===== src/hw/rtl/dqsi_pkg.sv =====
// Shared types and codes for the bounded deque with sorted insert.
`timescale 1ns / 1ps

package dqsi_pkg;

   // Operation codes carried in the func field
   typedef enum logic [2:0] {
      FUNC_PUSH_FRONT = 3'd0,
      FUNC_PUSH_BACK  = 3'd1,
      FUNC_POP_FRONT  = 3'd2,
      FUNC_POP_BACK   = 3'd3,
      FUNC_INSERT     = 3'd4,
      FUNC_DELETE     = 3'd5,
      FUNC_CLEAR      = 3'd6
   } func_type;

   // Status codes returned with every result beat
   localparam logic [2:0] STATUS_DONE      = 3'd0;
   localparam logic [2:0] STATUS_FULL      = 3'd1;
   localparam logic [2:0] STATUS_EMPTY     = 3'd2;
   localparam logic [2:0] STATUS_DUP       = 3'd3;
   localparam logic [2:0] STATUS_NOT_FOUND = 3'd4;

   // Request beat
   typedef struct packed {
      logic [2:0]  func;
      logic [31:0] new_value;
   } req_type;

   // Response beat
   typedef struct packed {
      logic [2:0]  status;
      logic [31:0] front_value;
      logic [31:0] back_value;
      logic [4:0]  entry_count;
      logic        is_empty;
   } rsp_type;

   // Control broadcast to every cell of the row
   typedef struct packed {
      func_type op;
      logic     apply;
   } cell_ctrl_type;

endpackage


===== src/hw/rtl/dqsi_cell.sv =====
// One storage cell of the deque row: holds a value and an occupied flag.
`timescale 1ns / 1ps

module dqsi_cell #(
   parameter int DATA_WIDTH = 32
) (
   input  logic                   clock,
   input  logic                   reset,
   input  dqsi_pkg::cell_ctrl_type ctrl,
   input  logic [DATA_WIDTH-1:0]  new_value,
   input  logic [DATA_WIDTH-1:0]  prev_value,
   input  logic                   prev_occ,
   input  logic [DATA_WIDTH-1:0]  next_value,
   input  logic                   next_occ,
   input  logic                   pass_in,
   output logic                   pass_out,
   output logic                   hit,
   output logic [DATA_WIDTH-1:0]  value_out,
   output logic                   occ_out
);

   logic [DATA_WIDTH-1:0] value_ff;
   logic [DATA_WIDTH-1:0] value_in;
   logic                  occ_ff;
   logic                  occ_in;
   logic                  less;
   logic                  stop;

   // Walk from the front: keep going while entries are smaller than the value
   assign less     = occ_ff && (value_ff < new_value);
   assign pass_out = pass_in && less;
   assign stop     = pass_in && !less;
   assign hit      = stop && occ_ff && (value_ff == new_value);

   // Next contents of this cell
   always_comb begin
      value_in = value_ff;
      occ_in   = occ_ff;
      unique case (ctrl.op)
         dqsi_pkg::FUNC_PUSH_FRONT: begin
            value_in = prev_value;
            occ_in   = prev_occ;
         end
         dqsi_pkg::FUNC_PUSH_BACK: begin
            if (!occ_ff && prev_occ) begin
               value_in = new_value;
               occ_in   = 1'b1;
            end
         end
         dqsi_pkg::FUNC_POP_FRONT: begin
            value_in = next_value;
            occ_in   = next_occ;
         end
         dqsi_pkg::FUNC_POP_BACK: begin
            occ_in = occ_ff && next_occ;
         end
         dqsi_pkg::FUNC_INSERT: begin
            if (pass_out) begin
               value_in = value_ff;
            end else if (stop) begin
               value_in = new_value;
               occ_in   = 1'b1;
            end else begin
               value_in = prev_value;
               occ_in   = prev_occ;
            end
         end
         dqsi_pkg::FUNC_DELETE: begin
            if (!pass_out) begin
               value_in = next_value;
               occ_in   = next_occ;
            end
         end
         dqsi_pkg::FUNC_CLEAR: begin
            occ_in = 1'b0;
         end
         default: begin
            value_in = value_ff;
            occ_in   = occ_ff;
         end
      endcase
   end

   // Occupied flag is control state
   always_ff @(posedge clock) begin
      if (reset) begin
         occ_ff <= 1'b0;
      end else if (ctrl.apply) begin
         occ_ff <= occ_in;
      end
   end

   // Payload, no reset
   always_ff @(posedge clock) begin
      if (ctrl.apply) begin
         value_ff <= value_in;
      end
   end

   assign value_out = value_ff;
   assign occ_out   = occ_ff;

endmodule


===== src/hw/rtl/bounded_deque_with_sorted_insert_core.sv =====
// Top level of the bounded deque with sorted insert: cell row, status and response register.
`timescale 1ns / 1ps

// Bounded double-ended queue of up to DEPTH values held in a row of cells,
// front at cell 0. Each request beat (func, new_value) on the req_ channel
// carries one operation: push or pop at either end, sorted insert, delete by
// value or clear. Every request yields exactly one response beat on the rsp_
// channel with a status code, front and back values, the count and an empty
// flag, all describing the queue after the operation.
// A request updates the cells when it is accepted; its response is then
// loaded into the output register, once that register is empty or being
// taken, and is valid from then on. Throughput: one operation per cycle
// while rsp_stall is low. The figure is set by the walk flag that ripples
// through the cell row: every cell compares and shifts in the same cycle.
// When the receiver stalls, the response register holds its beat, one more
// operation may be accepted and applied, and req_stall then rises until the
// held beat is taken.
// Reset (synchronous, active high) empties the queue and drops any pending
// beat. Cells need no clearing pass; only occupied flags are reset.
module bounded_deque_with_sorted_insert_core #(
   parameter int DEPTH      = 16,
   parameter int DATA_WIDTH = 32
) (
   input  logic              clock,
   input  logic              reset,
   input  logic              req_valid,
   output logic              req_stall,
   input  dqsi_pkg::req_type req_data,
   output logic              rsp_valid,
   input  logic              rsp_stall,
   output dqsi_pkg::rsp_type rsp_data
);

   localparam int CNT_W = $clog2(DEPTH + 1);

   logic [DATA_WIDTH-1:0]  value   [DEPTH];
   logic [DATA_WIDTH-1:0]  prv_val [DEPTH];
   logic [DATA_WIDTH-1:0]  nxt_val [DEPTH];
   logic [DEPTH-1:0]       occ;
   logic [DEPTH-1:0]       prv_occ;
   logic [DEPTH-1:0]       nxt_occ;
   logic [DEPTH:0]         pass;
   logic [DEPTH-1:0]       hit;

   logic [DATA_WIDTH-1:0]  new_value;
   logic                   accept;
   logic                   full;
   logic                   empty;
   logic                   found;
   logic                   modify;
   logic [2:0]             status;
   dqsi_pkg::cell_ctrl_type ctrl;

   logic [CNT_W-1:0]       count_ff;
   logic [CNT_W-1:0]       count_in;
   logic [2:0]             status_ff;
   logic                   busy_ff;
   logic                   busy_in;
   logic                   rsp_valid_ff;
   logic                   rsp_valid_in;
   dqsi_pkg::rsp_type      rsp_ff;
   logic                   move;
   logic [DATA_WIDTH-1:0]  front;
   logic [DATA_WIDTH-1:0]  back;

   assign new_value = DATA_WIDTH'(req_data.new_value);
   assign accept    = req_valid && !req_stall;
   assign full      = occ[DEPTH-1];
   assign empty     = !occ[0];
   assign found     = |hit;
   assign pass[0]   = 1'b1;

   // Row of cells, each wired to its neighbors
   for (genvar i = 0; i < DEPTH; i++) begin : g_cell
      if (i == 0) begin : g_first
         assign prv_val[i] = new_value;
         assign prv_occ[i] = 1'b1;
      end else begin : g_inner
         assign prv_val[i] = value[i-1];
         assign prv_occ[i] = occ[i-1];
      end
      if (i == DEPTH - 1) begin : g_last
         assign nxt_val[i] = '0;
         assign nxt_occ[i] = 1'b0;
      end else begin : g_body
         assign nxt_val[i] = value[i+1];
         assign nxt_occ[i] = occ[i+1];
      end

      dqsi_cell #(
         .DATA_WIDTH (DATA_WIDTH)
      ) u_cell (
         .clock      (clock),
         .reset      (reset),
         .ctrl       (ctrl),
         .new_value  (new_value),
         .prev_value (prv_val[i]),
         .prev_occ   (prv_occ[i]),
         .next_value (nxt_val[i]),
         .next_occ   (nxt_occ[i]),
         .pass_in    (pass[i]),
         .pass_out   (pass[i+1]),
         .hit        (hit[i]),
         .value_out  (value[i]),
         .occ_out    (occ[i])
      );
   end

   // Decode the request into a cell operation and its status
   always_comb begin
      ctrl.op = dqsi_pkg::FUNC_CLEAR;
      modify  = 1'b0;
      status  = dqsi_pkg::STATUS_DONE;
      unique case (req_data.func)
         dqsi_pkg::FUNC_PUSH_FRONT, dqsi_pkg::FUNC_PUSH_BACK: begin
            ctrl.op = (req_data.func == dqsi_pkg::FUNC_PUSH_FRONT) ?
                      dqsi_pkg::FUNC_PUSH_FRONT : dqsi_pkg::FUNC_PUSH_BACK;
            modify  = !full;
            status  = full ? dqsi_pkg::STATUS_FULL : dqsi_pkg::STATUS_DONE;
         end
         dqsi_pkg::FUNC_POP_FRONT, dqsi_pkg::FUNC_POP_BACK: begin
            ctrl.op = (req_data.func == dqsi_pkg::FUNC_POP_FRONT) ?
                      dqsi_pkg::FUNC_POP_FRONT : dqsi_pkg::FUNC_POP_BACK;
            modify  = !empty;
            status  = empty ? dqsi_pkg::STATUS_EMPTY : dqsi_pkg::STATUS_DONE;
         end
         dqsi_pkg::FUNC_INSERT: begin
            ctrl.op = dqsi_pkg::FUNC_INSERT;
            modify  = !found && !full;
            if (found) begin
               status = dqsi_pkg::STATUS_DUP;
            end else if (full) begin
               status = dqsi_pkg::STATUS_FULL;
            end
         end
         dqsi_pkg::FUNC_DELETE: begin
            ctrl.op = dqsi_pkg::FUNC_DELETE;
            modify  = !empty && found;
            if (empty) begin
               status = dqsi_pkg::STATUS_EMPTY;
            end else if (!found) begin
               status = dqsi_pkg::STATUS_NOT_FOUND;
            end
         end
         dqsi_pkg::FUNC_CLEAR: begin
            ctrl.op = dqsi_pkg::FUNC_CLEAR;
            modify  = 1'b1;
         end
         default: begin
            // unused code: nothing changes, status done
            modify = 1'b0;
         end
      endcase
      ctrl.apply = accept && modify;
   end

   // Entry count follows the operation
   always_comb begin
      count_in = count_ff;
      if (ctrl.apply) begin
         unique case (ctrl.op)
            dqsi_pkg::FUNC_PUSH_FRONT, dqsi_pkg::FUNC_PUSH_BACK,
            dqsi_pkg::FUNC_INSERT:
               count_in = count_ff + CNT_W'(1);
            dqsi_pkg::FUNC_POP_FRONT, dqsi_pkg::FUNC_POP_BACK,
            dqsi_pkg::FUNC_DELETE:
               count_in = count_ff - CNT_W'(1);
            dqsi_pkg::FUNC_CLEAR:
               count_in = '0;
            default:
               count_in = count_ff;
         endcase
      end
   end

   // Front and back views of the row
   assign front = occ[0] ? value[0] : '0;

   always_comb begin
      back = '0;
      for (int i = 0; i < DEPTH; i++) begin
         if (occ[i] && !nxt_occ[i]) begin
            back = back | value[i];
         end
      end
   end

   // Handshake: one operation in flight, then the response register
   assign move         = busy_ff && (!rsp_valid_ff || !rsp_stall);
   assign busy_in      = accept || (busy_ff && !move);
   assign rsp_valid_in = move || (rsp_valid_ff && rsp_stall);
   assign req_stall    = busy_ff && rsp_valid_ff && rsp_stall;

   // Control registers
   always_ff @(posedge clock) begin
      if (reset) begin
         count_ff     <= '0;
         busy_ff      <= 1'b0;
         rsp_valid_ff <= 1'b0;
      end else begin
         count_ff     <= count_in;
         busy_ff      <= busy_in;
         rsp_valid_ff <= rsp_valid_in;
      end
   end

   // Status of the operation and the response beat
   always_ff @(posedge clock) begin
      if (accept) begin
         status_ff <= status;
      end
      if (move) begin
         rsp_ff.status      <= status_ff;
         rsp_ff.front_value <= 32'(front);
         rsp_ff.back_value  <= 32'(back);
         rsp_ff.entry_count <= 5'(count_ff);
         rsp_ff.is_empty    <= (count_ff == '0);
      end
   end

   assign rsp_valid = rsp_valid_ff;
   assign rsp_data  = rsp_ff;

   // Count agrees with the occupied flags
   a_count_matches : assert property (@(posedge clock) disable iff (reset)
      count_ff == CNT_W'($countones(occ)))
      else $error("entry count differs from occupied cells");

   // Occupied cells form one run from the front
   a_occ_contiguous : assert property (@(posedge clock) disable iff (reset)
      ((occ + DEPTH'(1)) & occ) == '0)
      else $error("occupied cells are not contiguous");

   // The walk stops at one cell at most
   a_single_hit : assert property (@(posedge clock) disable iff (reset)
      $onehot0(hit))
      else $error("more than one cell matched the walk");

   // An accepted beat always turns into a pending operation
   a_accept_busy : assert property (@(posedge clock) disable iff (reset)
      accept |=> busy_ff)
      else $error("accepted beat not held for response");

endmodule

===== config.mk =====
export PLATFORM = sky130hd
export DESIGN_NAME = bounded_deque_with_sorted_insert_core
export DESIGN_NICKNAME = d
export VERILOG_FILES = /design/src/hw/rtl/dqsi_pkg.sv /design/src/hw/rtl/dqsi_cell.sv /design/src/hw/rtl/bounded_deque_with_sorted_insert_core.sv
export SDC_FILE = /design/constraint.sdc
export NUM_CORES = 2
export LEC_CHECK = 0
export BUFFER_PORTS_ARGS = -buffer_cell sky130_fd_sc_hd__buf_2
export CAP_MARGIN = 10
export CORE_MARGIN = 3
export CORE_UTILIZATION = 30
export CTS_BUF_LIST = sky130_fd_sc_hd__clkbuf_8
export CTS_CLUSTER_DIAMETER = 30
export DETAILED_ROUTE_END_ITERATION = 6
export GPL_ROUTABILITY_DRIVEN = 0
export PLACE_DENSITY = 0.46
export SLEW_MARGIN = 20
export SYNTH_ARGS = -nofsm -noshare
export SYNTH_HDL_FRONTEND = slang
export SYNTH_SLANG_ARGS = --single-unit

===== constraint.sdc =====
create_clock -name clock -period 9.6 [get_ports clock]
set_input_delay 1.44 -clock clock [delete_from_list [all_inputs] [get_ports clock]]
set_output_delay 1.44 -clock clock [all_outputs]
set_load 0.005 [all_outputs]

==> flow_summary.ini <==
[pwr]
finalPower_mw = 9.47
power_density_nw_per_um2 = 175
peakVddDrop_uv = 138
leakagePower_nw = 19.9

[global_route]
overflow = 0
grt_max_degree = 199
grt.total_usage = 0.296
antenna_found_initial = 15
grt_pass1_vias = 45200
grt_pass1_wl_mm = 348

[worst_hold_path]
hp-start = status_ff[2]
hold_class = reg2reg

[placement]
port_buffers = 113
hpwl_mm = 165
dpl_cell_area_um2 = 49900

[cells_and_area]
layout-drive-gt1-share = 0.103
final_common_cell = a21oi_1
fin_nets = 6007
final_cell_mix = a21oi_1, o21ai_0, edfxtp_1, nor2_1, ha_1
area_delta_synth_final_pct = 15.2
design_area_um2 = 54000

[synth]
syn-cell-area_um2 = 46900
synth_edf_count = 588
ys_seq_area_frac = 0.387
async_flop_share = 0
synth_area_leaders = edfxtp_1, a21oi_1, ha_1, o21ai_0, nor2_1
synth_top_area_frac = 0.377
yosys_warnings = 0
netlist_instances = 5433
avgSynthCellArea_um2 = 8.63
yosys_most_used_dff = edfxtp_1
synth_nets = 5988
yosysUniqueCellTypes = 77
synth_top_cell_by_area = edfxtp_1
synth_seq_cells = 611

[floorplan]
die_x_um = 401
initial_core_util = 0.303
coreArea_um2 = 155000
die_h_um = 401
design.die.area_um2 = 161000
std_cell_rows = 144
boundaryPins = 114

[route]
postRouteAntennaNets = 0
viasPerCell = 6.41
vias = 49200
avgRoutedWirePerCell_um = 32.4
drc_errors = 0
dr.pass1.iters = 6
wl_mm = 249
drt_iter0_drc = 7441

[sta]
min_period_ns = 7.34
tightest_slew_ns = 1.33
slew_viol_final = 0
grt_setup_unrepaired = false
min_period_over_period = 0.765
final-setup-viol-count = 0
hold_viol = 0
relSlewSlack = 0.112
finClkSkew_ns = 0.0704
timing.setup.tns_ns = 0
max_freq_ghz = 0.136

[clock_tree]
hold_buffers = 0
cts_root_buffer = clkbuf_8
numCtsBuffers = 191
clock_tree.htree_level_count = 4
cts_tree = done
clock-sinks = 611
clockBufferDepth = 3
path_clk_slew_ns = 0.06
clk_latency_ns = 0.97
cts_setup_buffers = 0
cts_resized = 0

[worst_setup_path]
crit_start = req_data[13]
worstPathMaxFanout = 40
worst_setup_path_end_kind = flip-flop
critPathLaunchType = primary input
worst_ep_required_time_ns = 10.22
r2r-start = g_cell[8].u_cell.value_out[27]
crit_arrival_ns = 7.96
path_class = in2reg

[job]
maxCapViolCount = 0

[status]
status = finished clean
==> flip-flops by register name, summed over array words and instances (netlist names) <==
name,count
count_ff,5
g_cell.u_cell.occ_out,16
rsp_valid,1
rsp_data,73
g_cell.u_cell.value_out,512
status_ff,3
busy_ff,1
==> report_power, final <==
| group | internal [mW] | leakage, nW | switching [mW] | total [mW] |
|---|---|---|---|---|
| clock | 2.43 | 2.15 | 1.67 | 4.10 |
| sequential | 3.19 | 5.70 | 0.294 | 3.49 |
| combinational | 0.614 | 12.0 | 1.27 | 1.88 |
==> per-layer routing <==
metal	global-route usage	vias to the layer above	share of wire
met4	0.141	10	0.052
met3	0.0727	680	0.11
met5	0	-	0.00032
met2	0.436	3382	0.42
met1	0.406	24100	0.41
li1	-	21000	-
==> area by class of cell <==
type / instances / area (um2)
multi-input combinational: 4325 / 27300
tap: 2044 / 2560
fill: 16000 / 101000
timing repair buffer: 228 / 1630
inverter: 95 / 357
clock inverter: 164 / 1390
sequential: 611 / 18100
clock buffer: 192 / 2640
antenna: 8 / 20.0
==> per-stage QoR <==
step	instances	hold WS, ns	utilization	setup slack [ns]
final	7667	0.421	0.349	2.26
after global routing	7661	0.439	0.349	2.07
after CTS	7659	0.425	0.349	2.53
after detailed placement	7303	0.410	0.323	1.51
after global placement	7303	0.406	0.323	1.56
after floorplan	5433	0.400	-	2.05
==> logic make-up (layout without fill, tap and decap cells) <==
family / after synthesis / in the layout / synth area share
AO/OA/AOI/OAI: 2649 / 2649 / 0.322
XOR/XNOR: 5 / 5 / 0.000935
adder cells (fa/ha/maj): 516 / 516 / 0.138
buffers and inverters: 497 / 679 / 0.0399
flip-flops: 611 / 611 / 0.387
multiplexers: 5 / 5 / 0.00109
other: 0 / 8 / 0
AND/OR/NAND/NOR: 1150 / 1150 / 0.112
==> worst max-delay path, cell delays in order <==
cell	delay [ns]
buf_2	0.29
inv_1	0.48
ha_1	0.48
nand3_1	0.09
nor3_1	1.04
a21oi_1	0.38
o211ai_1	0.56
nor4_1	0.21
a32oi_1	0.25
nand4_1	0.24
a211o_1	0.32
buf_4	0.26
o21bai_4	0.51
nor2_4	0.92
buf_4	0.40
==> Yosys cell counts, types with 33 or more instances <==
library cell  instances
a21oi_1            1523
a22o_1              160
nand4_1             125
nand2_1             148
a221oi_1            135
buf_1                49
o21ai_0             603
nor3_1               33
a21o_1               51
edfxtp_1            588
nand3_1              71
ha_1                515
nor2_1              601
clkbuf_1            351
inv_1                95
and2_1               38
==> path summary, 6_finish.rpt <==
| kind | to | slack, ns | cells after the start |
|---|---|---|---|
| hold / removal | rsp_data[72] | 0.42 | 0 |
| setup reg to reg | g_cell[8].u_cell.value_out[7] | 3.04 | 15 |
| setup / recovery | g_cell[8].u_cell.value_out[7] | 2.26 | 15 |
| hold reg to reg | rsp_data[72] | 0.42 | 0 |
Power figures use the tool's default switching activity.
